==> src/rtl/assert_macros.svh <==
// assertion macros of the heap queue rtl, included by the sequencer
`ifndef ASSERT_MACROS_SVH
`define ASSERT_MACROS_SVH

// clocked check, muted while reset is held
`define MHPQ_ASSERT(lbl, clk, rst_n, prop, msg) \
    lbl: assert property (@(posedge clk) disable iff (!rst_n) prop) else $error(msg);

// clocked check that also holds during reset
`define MHPQ_ASSERT_ALWAYS(lbl, clk, prop, msg) \
    lbl: assert property (@(posedge clk) prop) else $error(msg);

`endif

==> src/rtl/mhpq_pkg.sv <==
// shared constants, types and codes of the heap priority queue
package mhpq_pkg;

    // heap capacity and derived widths
    localparam int MAX_ENTRIES = 1023;
    localparam int ADDR_W      = $clog2(MAX_ENTRIES + 1);
    localparam int RAM_DEPTH   = 2 ** ADDR_W;
    localparam int KEY_W       = 32;
    localparam int STATUS_W    = 2;
    localparam int COUNT_W     = 10;

    typedef logic signed [KEY_W-1:0] t_key;
    typedef logic [ADDR_W-1:0]       t_addr;
    // child index, one bit wider than a slot address
    typedef logic [ADDR_W:0]         t_idx;

    // operation codes
    localparam logic OP_INSERT = 1'b0;
    localparam logic OP_POP    = 1'b1;

    // result status codes
    typedef enum logic [STATUS_W-1:0] {
        ST_OK        = 2'd0,
        ST_OVERFLOW  = 2'd1,
        ST_UNDERFLOW = 2'd2
    } t_status;

    // request from the sequencer to the heap memory
    typedef struct packed {
        logic  we;
        t_addr waddr;
        t_key  wdata;
        t_addr raddr_a;
        t_addr raddr_b;
    } t_ram_req;

endpackage

==> src/rtl/mhpq_in_if.sv <==
// input channel: operation word with valid/ready handshake
interface mhpq_in_if;
    logic            valid;
    logic            ready;
    logic            op;
    mhpq_pkg::t_key  value;

    modport source (output valid, output op, output value, input ready);
    modport sink   (input valid, input op, input value, output ready);
endinterface

==> src/rtl/mhpq_out_if.sv <==
// output channel: result word with valid/ready handshake
interface mhpq_out_if;
    logic                          valid;
    logic                          ready;
    mhpq_pkg::t_key                popped;
    logic [mhpq_pkg::STATUS_W-1:0] status;
    logic [mhpq_pkg::COUNT_W-1:0]  count;

    modport source (output valid, output popped, output status, output count, input ready);
    modport sink   (input valid, input popped, input status, input count, output ready);
endinterface

==> src/rtl/mhpq_ctrl.sv <==
// heap sequencer: entry count, sift up and sift down walks, result register
`include "assert_macros.svh"

module mhpq_ctrl (
    input  logic                 i_clk,
    input  logic                 i_rst_n,
    mhpq_in_if.sink              i_in,
    mhpq_out_if.source           o_out,
    output mhpq_pkg::t_ram_req   o_ram_req,
    input  mhpq_pkg::t_key       i_rdata_a,
    input  mhpq_pkg::t_key       i_rdata_b
);

    typedef enum logic [2:0] {
        S_IDLE,
        S_INS,
        S_POP,
        S_DOWN,
        S_RES
    } t_state;

    t_state                        r_state,      n_state;
    mhpq_pkg::t_addr               r_cnt,        n_cnt;
    mhpq_pkg::t_addr               r_hole,       n_hole;
    mhpq_pkg::t_key                r_key,        n_key;
    mhpq_pkg::t_key                r_popped,     n_popped;
    mhpq_pkg::t_status             r_status,     n_status;
    logic                          r_out_valid,  n_out_valid;
    mhpq_pkg::t_key                r_out_popped, n_out_popped;
    mhpq_pkg::t_status             r_out_status, n_out_status;
    logic [mhpq_pkg::COUNT_W-1:0]  r_out_count,  n_out_count;

    mhpq_pkg::t_ram_req ram_req;
    mhpq_pkg::t_idx     left_idx;
    mhpq_pkg::t_idx     right_idx;
    mhpq_pkg::t_idx     cnt_idx;
    logic               left_ok;
    logic               right_ok;
    mhpq_pkg::t_addr    best;
    mhpq_pkg::t_key     best_key;
    logic               move_down;

    // children of the current hole and the larger one of them
    always_comb begin
        left_idx  = {r_hole, 1'b0};
        right_idx = {r_hole, 1'b1};
        cnt_idx   = {1'b0, r_cnt};
        left_ok   = (left_idx <= cnt_idx);
        right_ok  = (right_idx <= cnt_idx);
        best      = left_idx[mhpq_pkg::ADDR_W-1:0];
        best_key  = i_rdata_a;
        if (right_ok && (i_rdata_b > i_rdata_a)) begin
            best     = right_idx[mhpq_pkg::ADDR_W-1:0];
            best_key = i_rdata_b;
        end
        move_down = left_ok && (best_key > r_key);
    end

    // next state, memory requests and result staging
    always_comb begin
        n_state      = r_state;
        n_cnt        = r_cnt;
        n_hole       = r_hole;
        n_key        = r_key;
        n_popped     = r_popped;
        n_status     = r_status;
        n_out_valid  = r_out_valid && !o_out.ready;
        n_out_popped = r_out_popped;
        n_out_status = r_out_status;
        n_out_count  = r_out_count;
        ram_req      = '0;

        case (r_state)
            S_IDLE: begin
                if (i_in.valid) begin
                    n_popped = '0;
                    n_status = mhpq_pkg::ST_OK;
                    if (i_in.op == mhpq_pkg::OP_INSERT) begin
                        if (r_cnt == mhpq_pkg::t_addr'(mhpq_pkg::MAX_ENTRIES)) begin
                            n_status = mhpq_pkg::ST_OVERFLOW;
                            n_state  = S_RES;
                        end else begin
                            // hole opens at the new last slot, fetch its parent
                            n_cnt           = r_cnt + mhpq_pkg::t_addr'(1);
                            n_hole          = r_cnt + mhpq_pkg::t_addr'(1);
                            n_key           = i_in.value;
                            ram_req.raddr_a = (r_cnt + mhpq_pkg::t_addr'(1)) >> 1;
                            n_state         = S_INS;
                        end
                    end else begin
                        if (r_cnt == '0) begin
                            n_status = mhpq_pkg::ST_UNDERFLOW;
                            n_state  = S_RES;
                        end else begin
                            // fetch root and last entry
                            ram_req.raddr_a = mhpq_pkg::t_addr'(1);
                            ram_req.raddr_b = r_cnt;
                            n_cnt           = r_cnt - mhpq_pkg::t_addr'(1);
                            n_state         = S_POP;
                        end
                    end
                end
            end
            S_INS: begin
                // sift up: parent word is on read port a
                ram_req.we = 1'b1;
                ram_req.waddr = r_hole;
                if ((r_hole > mhpq_pkg::t_addr'(1)) && (r_key > i_rdata_a)) begin
                    ram_req.wdata   = i_rdata_a;
                    n_hole          = r_hole >> 1;
                    ram_req.raddr_a = r_hole >> 2;
                end else begin
                    ram_req.wdata = r_key;
                    n_state       = S_RES;
                end
            end
            S_POP: begin
                // root leaves, last entry sinks from the root
                n_popped        = i_rdata_a;
                n_key           = i_rdata_b;
                n_hole          = mhpq_pkg::t_addr'(1);
                ram_req.raddr_a = mhpq_pkg::t_addr'(2);
                ram_req.raddr_b = mhpq_pkg::t_addr'(3);
                n_state         = S_DOWN;
            end
            S_DOWN: begin
                // sift down: children words on ports a and b
                ram_req.we    = 1'b1;
                ram_req.waddr = r_hole;
                if (move_down) begin
                    ram_req.wdata   = best_key;
                    n_hole          = best;
                    ram_req.raddr_a = mhpq_pkg::t_addr'({best, 1'b0});
                    ram_req.raddr_b = mhpq_pkg::t_addr'({best, 1'b1});
                end else begin
                    ram_req.wdata = r_key;
                    n_state       = S_RES;
                end
            end
            S_RES: begin
                // hand the result word to the output register once it is free
                if (!r_out_valid || o_out.ready) begin
                    n_out_valid  = 1'b1;
                    n_out_popped = r_popped;
                    n_out_status = r_status;
                    n_out_count  = mhpq_pkg::COUNT_W'(r_cnt);
                    n_state      = S_IDLE;
                end
            end
            default: begin
                n_state = S_IDLE;
            end
        endcase
    end

    // state, count, working registers and registered outputs
    always_ff @(posedge i_clk) begin
        if (!i_rst_n) begin
            r_state     <= S_IDLE;
            r_cnt       <= '0;
            r_out_valid <= 1'b0;
        end else begin
            r_state     <= n_state;
            r_cnt       <= n_cnt;
            r_out_valid <= n_out_valid;
        end
        r_hole       <= n_hole;
        r_key        <= n_key;
        r_popped     <= n_popped;
        r_status     <= n_status;
        r_out_popped <= n_out_popped;
        r_out_status <= n_out_status;
        r_out_count  <= n_out_count;
    end

    assign i_in.ready   = (r_state == S_IDLE);
    assign o_out.valid  = r_out_valid;
    assign o_out.popped = r_out_popped;
    assign o_out.status = r_out_status;
    assign o_out.count  = r_out_count;
    assign o_ram_req    = ram_req;

    // checks on the sequencer
    `MHPQ_ASSERT(a_cnt_bound, i_clk, i_rst_n, r_cnt <= mhpq_pkg::t_addr'(mhpq_pkg::MAX_ENTRIES), "entry count above capacity")
    `MHPQ_ASSERT(a_cnt_step, i_clk, i_rst_n, (r_cnt == $past(r_cnt)) || (r_cnt == $past(r_cnt) + mhpq_pkg::t_addr'(1)) || (r_cnt == $past(r_cnt) - mhpq_pkg::t_addr'(1)), "entry count moved by more than one")
    `MHPQ_ASSERT(a_no_slot0, i_clk, i_rst_n, ram_req.we |-> (ram_req.waddr != '0), "write to unused slot zero")
    `MHPQ_ASSERT(a_one_word, i_clk, i_rst_n, (i_in.valid && i_in.ready) |=> !i_in.ready, "second word taken while one is in work")
    `MHPQ_ASSERT_ALWAYS(a_rst_idle, i_clk, !i_rst_n |=> (i_in.ready && !o_out.valid), "not idle after reset")

endmodule

==> src/flat_wrapper.sv <==
// flat-port wrapper written by rule: the top's interface ports become plain ports
module mhpq_ctrl_flat 
  (i_clk, i_rst_n, o_ram_req, i_rdata_a, i_rdata_b, i_in_valid, i_in_op, i_in_value, i_in_ready, o_out_valid, o_out_popped, o_out_status, o_out_count, o_out_ready);
  mhpq_in_if i_in_i ();
  mhpq_out_if o_out_i ();
  input  logic i_clk;
  input  logic i_rst_n;
  output mhpq_pkg::t_ram_req o_ram_req;
  input  mhpq_pkg::t_key i_rdata_a;
  input  mhpq_pkg::t_key i_rdata_b;
  input wire logic [$bits(i_in_i.valid)-1:0] i_in_valid;
  input wire logic [$bits(i_in_i.op)-1:0] i_in_op;
  input wire logic [$bits(i_in_i.value)-1:0] i_in_value;
  output wire logic [$bits(i_in_i.ready)-1:0] i_in_ready;
  output wire logic [$bits(o_out_i.valid)-1:0] o_out_valid;
  output wire logic [$bits(o_out_i.popped)-1:0] o_out_popped;
  output wire logic [$bits(o_out_i.status)-1:0] o_out_status;
  output wire logic [$bits(o_out_i.count)-1:0] o_out_count;
  input wire logic [$bits(o_out_i.ready)-1:0] o_out_ready;
  assign i_in_i.valid = i_in_valid;
  assign i_in_i.op = i_in_op;
  assign i_in_i.value = i_in_value;
  assign i_in_ready = i_in_i.ready;
  assign o_out_valid = o_out_i.valid;
  assign o_out_popped = o_out_i.popped;
  assign o_out_status = o_out_i.status;
  assign o_out_count = o_out_i.count;
  assign o_out_i.ready = o_out_ready;
  mhpq_ctrl u_core (.i_clk(i_clk), .i_rst_n(i_rst_n), .i_in(i_in_i), .o_out(o_out_i), .o_ram_req(o_ram_req), .i_rdata_a(i_rdata_a), .i_rdata_b(i_rdata_b));
endmodule
==> config.mk <==
export PLATFORM = sky130hd
export DESIGN_NAME = mhpq_ctrl_flat
export DESIGN_NICKNAME = d
export VERILOG_FILES = /design/src/rtl/mhpq_pkg.sv /design/src/rtl/mhpq_in_if.sv /design/src/rtl/mhpq_out_if.sv /design/src/rtl/mhpq_ctrl.sv /design/src/flat_wrapper.sv
export VERILOG_INCLUDE_DIRS = /design/src /design/src/rtl
export SDC_FILE = /design/constraint.sdc
export NUM_CORES = 1
export LEC_CHECK = 0
export ABC_CLOCK_PERIOD_IN_PS = 8300
export BUFFER_PORTS_ARGS = -buffer_cell sky130_fd_sc_hd__buf_2
export CORE_MARGIN = 3
export CORE_UTILIZATION = 50
export CTS_BUF_LIST = sky130_fd_sc_hd__clkbuf_4 sky130_fd_sc_hd__clkbuf_8
export CTS_CLUSTER_DIAMETER = 100
export DETAILED_ROUTE_END_ITERATION = 6
export PLACE_DENSITY = 0.8
export REMOVE_ABC_BUFFERS = 1
export SYNTH_ARGS = -nofsm -noshare
export SYNTH_HDL_FRONTEND = slang
export SYNTH_SLANG_ARGS = --single-unit
==> constraint.sdc <==
create_clock -name i_clk -period 8.3 [get_ports i_clk]
set_clock_uncertainty 0.05 [all_clocks]
set_input_delay 0.83 -clock i_clk [delete_from_list [all_inputs] [get_ports i_clk]]
set_output_delay 0.83 -clock i_clk [all_outputs]
set_load 0.01 [all_outputs]
==> run metrics, run 1 <==
clock buffer count from CTS 17; drt first pass iters 6; synthesis-stage register bit count 134; port bufs 209; Die Footprint 20400 sq um; Die Wd around 140 microns; Reg2Reg Setup Slack 2550 ps; Row Count 49; minimum clock period about 7100 ps; setup violators final 0; area growth from synthesis to layout 18.0%; Startpoint Class register; slowest stage cell on the critical path edfxtp_1; worst hold endpoint u_core.o_out.popped[28]; layout cell share with drive strength beyond 1 0.257; starting DRC count in detailed routing roughly 800; commonest non-fill, non-tap cell in the layout buf_2; CP Cell Sequence ha_1 -> nand4_1 -> nor4b_2 -> a32o_1 -> o21ai_1 -> nor3_4 -> buf_4 -> mux2_2 -> ha_1 -> a41oi_2 -> o21ai_1 -> a221o_1 -> a2111oi_4 -> and4bb_2 -> o21a_2 -> buf_12 -> a221o_1 -> buf_2; most frequent cells in the layout 209 x buf_2, 131 x nand2_1, 120 x edfxtp_1; Worst Setup SP u_core.r_hole[6]; HP Class reg -> reg; Resized cells post-CTS 0; GRT Total Usage 0.275; Post-DRT Antenna Nets 0; Avg Cell Area, Syn 9.90 sq um; status finished clean; Post-synth ARST share 0; largest area contributor in the netlist edfxtp_1; initial core utilization 0.516; HPWL after DPL 20.6 mm; Vias 8410; post-synth design cell area 9360 sq um; number of buffers inserted by hold repair at cts 0; Non-Filler Instances about 1400; worst-case clock buffer depth 2; crit path max fanout 26; Inst Count DP roughly 1400; Remaining Overflow, GRT 0; TritonCTS clock tree done; total number of H-tree levels 4; Top Ports 210; Least-Margin Pin Slew about 1000 ps; Max Freq 140 MHz; worst skew pair latency 460 ps; Synth Flop Type edfxtp_1; Worst Hold Path Cells 0; largest cells by area after synthesis edfxtp_1 39%, ha_1 14%, nand2_1 5.3%, a21oi_1 4.1%, a221o_1 4.1%; first-pass GRT wire length 43.8 mm; largest net degree at the start of global routing 66; critical path capture point type primary output; crit share post-route 0.861; Placeable Area ~18000 sq um; DR DRC count 0; synth unique cells 70; P_leak 5.07 nW; RSZ-0062 raised after global routing false; Rel. slew slack 0.337; mean routed wirelength per cell just over 20 microns; post-synth top area share 0.385; Arr. time, crit path between 6000 and 7000 ps; WL final 28.3 mm; nets 1352; Placer Congestion 0.930; Crit Path Category reg -> out; sequential share of the synthesized area 0.415; Post-Syn Instances 945; initial antenna violation count 2; pwr dens 342 nW/um^2; Max stage delay on crit path roughly 550 ps; Post-CTS Setup Inserts 0; RR Endpoint u_core.r_hole[7]; Min-Delay Startpoint u_core.r_popped[28]; worst endpoint required time 7420 ps; Die H approximately 140 microns; RR Startpoint u_core.r_hole[6]; number of global-route vias before repair 8320; Setup TNS 0 ps; Slew Limit Fails 0; Post-synth EDFFs 120; clk slew on worst S/H paths ~80 ps; R2R depth 18; DR vias/cell 6.07; CTS Sinks 134; max-cap viol count 0; Clock Tree Root clkbuf_8; Worst IR Drop VDD 0.180 mV; Final Hold Fails 0; YS warnings 0
[per-stage QoR]
stage | instance area (sq um) | util | setup WS (ps) | hold WS, ps | power, mW
2_1_floorplan | 9120 | - | 1070 | 350 | 2.45
3_3_place_gp | 10600 | 0.584 | 1390 | 351 | 3.06
3_5_place_dp | 10600 | 0.584 | 1260 | 355 | 3.12
4_1_cts | 11000 | 0.608 | 1170 | 365 | 3.76
5_1_grt | 11000 | 0.608 | 749 | 375 | 4.02
6_report | 11000 | 0.608 | 1160 | 373 | 3.77
[power by group]
group          switching (mW)  internal (mW)
Clock                   0.267          0.359
Combinational            1.11          0.713
Sequential              0.224           1.10
[sequential cells by signal, indices dropped and copies added, names as in the netlist]
| register | cells |
|---|---|
| u_core.r_state | 3 |
| u_core.r_key | 32 |
| u_core.r_popped | 32 |
| u_core.o_out.valid | 1 |
| u_core.o_out.count | 10 |
| u_core.r_cnt | 10 |
| u_core.o_out.status | 2 |
| u_core.r_hole | 10 |
| u_core.o_out.popped | 32 |
| u_core.r_status | 2 |
[area by class of cell]
| type | instances | area, sq um |
|---|---|---|
| Clock inverter | 14 | 205 |
| Fill cell | 1525 | 7110 |
| Inverter | 83 | 312 |
| Timing Repair Buffer | 223 | 1160 |
| Sequential cell | 134 | 3880 |
| Antenna cell | 1 | 2.50 |
| Tap cell | 229 | 287 |
| Multi-Input combinational cell | 684 | 4950 |
| Clock buffer | 18 | 241 |
[synthesized netlist by cell type (4+ instances only)]
library cell    n
o21ai_0        23
a221o_1        38
clkbuf_1       27
nor4_1          7
mux2i_1        11
a22o_1          8
inv_1          83
buf_1           4
nand2_1       132
xnor2_1        16
dfxtp_1        14
mux2_1          4
a21o_1          7
nand2b_1        5
o21a_1          4
nor2_1         59
o22ai_1         8
nor2b_1         7
buf_6           8
nand3_1        16
buf_2           5
nor3_1         14
mux2_2         28
or3_1           6
and2_1         21
a22oi_1         5
a21oi_1        77
ha_1          108
nand4_1        21
edfxtp_1      120
[per-layer routing]
| metal | up-vias | routed length, microns | global-route usage |
|---|---|---|---|
| li1 | 3892 | - | - |
| met1 | 3976 | 11600 | 0.362 |
| met2 | 470 | 13200 | 0.444 |
| met3 | 70 | 2520 | 0.0579 |
| met4 | 2 | 906 | 0.110 |
| met5 | - | 8 | 0 |
[critical path: cells and delay by family (launching register included)]
family | cells | cell delay, ps
AO/OA/AOI/OAI | 8 | 2190
flip-flops | 1 | 550
AND/OR/NAND/NOR | 4 | 1120
multiplexers | 1 | 410
buffers and inverters | 3 | 790
adder cells (fa/ha/maj) | 2 | 720
[cells by family after synthesis]
group,Yosys count,synth area share
simple gates,303,0.155
xor+xnor,16,0.0150
buf+inv,127,0.0580
fa+ha+maj,108,0.144
mux,43,0.0503
flops,134,0.415
compound gates,214,0.163
[how the worst max path moves through the flow]
stage,endpoint,slack (ps),cells after the start
floorplan,o_ram_req[9],1070,18
global placement,o_ram_req[22],1390,20
detailed placement,o_ram_req[51],1260,21
CTS,o_ram_req[51],1170,18
global route,o_ram_req[51],750,18
finish,o_ram_req[51],1160,18
Power figures use the tool's default switching activity.
==> inputs of run 2 (changes only) <==
- CORE_MARGIN: 3 -> 10
- PLACE_DENSITY: 0.8 -> unset
- PLACE_DENSITY_LB_ADDON: unset -> 0.3
==> run 2 against run 1 <==
Effect of this change:
- combinational power about the same
- setup slack worse by 200 ps
- register-to-register slack got worse by 460 ps
- final cell count fell by 0.14%
- global-route usage down 3.9 points
==> run metrics, run 2 (same netlist as run 1, synthesis figures left out) <==
DR DRC count 0; RSZ-0062 raised after global routing false; Rel. slew slack 0.436; commonest non-fill, non-tap cell in the layout buf_2; Clock Tree Root clkbuf_8; nets 1350; Sequential Area 3880 sq um; Setup TNS 0 ps; minimum clock period 7340 ps; Post-CTS Setup Inserts 0; worst-case clock buffer depth 2; mean routed wirelength per cell 21.1 microns; Hold Slack 365 ps; drt first pass iters 5; Max stage delay on crit path 650 ps; GRT Total Usage 0.236; max-cap viol count 0; P_leak 5.03 nW; Remaining Overflow, GRT 0; HP Class reg -> reg; crit path max fanout 27; Placeable Area 18200 sq um; fill cell count 1604; Final Hold Fails 0; Resized cells post-CTS 0; worst path buffer plus inverter count 5; Die H around 160 microns; Post-DRT Antenna Nets 0; worst skew pair latency 470 ps; number of global-route vias before repair 8317; worst endpoint required time 7420 ps; CP Cell Sequence buf_2 -> inv_1 -> ha_1 -> and4_1 -> nand3_1 -> a21oi_1 -> o311ai_1 -> and4b_1 -> nor3_4 -> buf_4 -> mux2_2 -> ha_1 -> nand4_1 -> nor4_1 -> o31ai_1 -> a2111oi_1 -> o21a_2 -> buf_12 -> a22oi_1 -> o21ai_0 -> buf_2; Crit path max-delay family compound AO/OA/AOI/OAI gates; largest net degree at the start of global routing 65; Row Count 49; Placer Congestion 0.912; HPWL after DPL 21.8 mm; Crit Path Category in -> out; first-pass GRT wire length 45.4 mm; Arr. time, crit path roughly 6500 ps; pwr dens 335 nW/um^2; CTS Sinks 134; Least-Margin Pin Slew 844 ps; DR vias/cell 5.98; Die Wd 157 microns; Vias 8278; status finished clean; clk slew on worst S/H paths 80 ps; multi-input logic area 4950 sq um; Worst IR Drop VDD about 0.36 mV; initial core utilization 0.514; Max Freq 136 MHz; critical path capture point type primary output; TritonCTS clock tree done; Top Ports 210; port bufs between 200 and 250; initial antenna violation count 1; number of buffers inserted by hold repair at cts 0; layout cell share with drive strength beyond 1 0.258; WL final 29.1 mm; Die Footprint 24600 sq um; slowest stage cell on the critical path o21a_2; most frequent cells in the layout 209 x buf_2, 131 x nand2_1, 120 x edfxtp_1; clock buffer count from CTS 17; area growth from synthesis to layout 17.1%; starting DRC count in detailed routing 683; total number of H-tree levels 4; Slew Limit Fails 0; setup violators final 0; Startpoint Class input pin; crit share post-route 0.885
## run 2: cell type report
cell class | count | area share
multi-input combinational | 684 | 0.451
clock buffer | 22 | 0.0248
timing repair buffer | 221 | 0.105
clock inverter | 10 | 0.00982
antenna | 1 | 0.000228
tap | 229 | 0.0261
sequential | 134 | 0.354
inverter | 83 | 0.0284
## run 2: routing by layer
metal	vias to the layer above	GRT usage	part of all wire
li1	3885	-	-
met1	3947	0.305	0.42
met2	408	0.374	0.47
met3	38	0.0595	0.092
met4	0	0.0876	0.017
met5	-	0	0
## run 2: worst register-to-register path: cells and delay by family, from the launching register on
| kind | cells | cell delay (ps) |
|---|---|---|
| fa+ha+maj | 2 | 690 |
| flops | 1 | 550 |
| buf+inv | 3 | 950 |
| simple gates | 5 | 1210 |
| mux | 1 | 420 |
| compound gates | 8 | 2050 |
## run 2: path summary, 6_finish.rpt
| path | start | end | slack (ps) | cells past startpoint |
|---|---|---|---|---|
| max | i_rdata_a[15] | o_ram_req[14] | 960 | 21 |
| min | u_core.r_popped[9] | u_core.o_out.popped[9] | 360 | 0 |
| max reg2reg | u_core.r_hole[6] | u_core.r_hole[1] | 2090 | 19 |
| min reg2reg | u_core.r_popped[9] | u_core.o_out.popped[9] | 360 | 0 |
## run 2: metrics by stage
stage,cells,instance area (sq um),setup slack [ps],total power [mW],util
finish,1384,11000,956,3.67,0.602
global route,1384,11000,381,3.93,0.602
CTS,1383,11000,982,3.67,0.602
detailed placement,1351,10600,1020,3.12,0.581
global placement,1351,10600,1050,3.09,0.581
floorplan,901,9120,1070,2.45,-
## run 2: where the power goes
part           switching [mW]  internal (mW)
clock                   0.265          0.281
combinational            1.11          0.708
sequential              0.219           1.10
total                    1.59           2.08
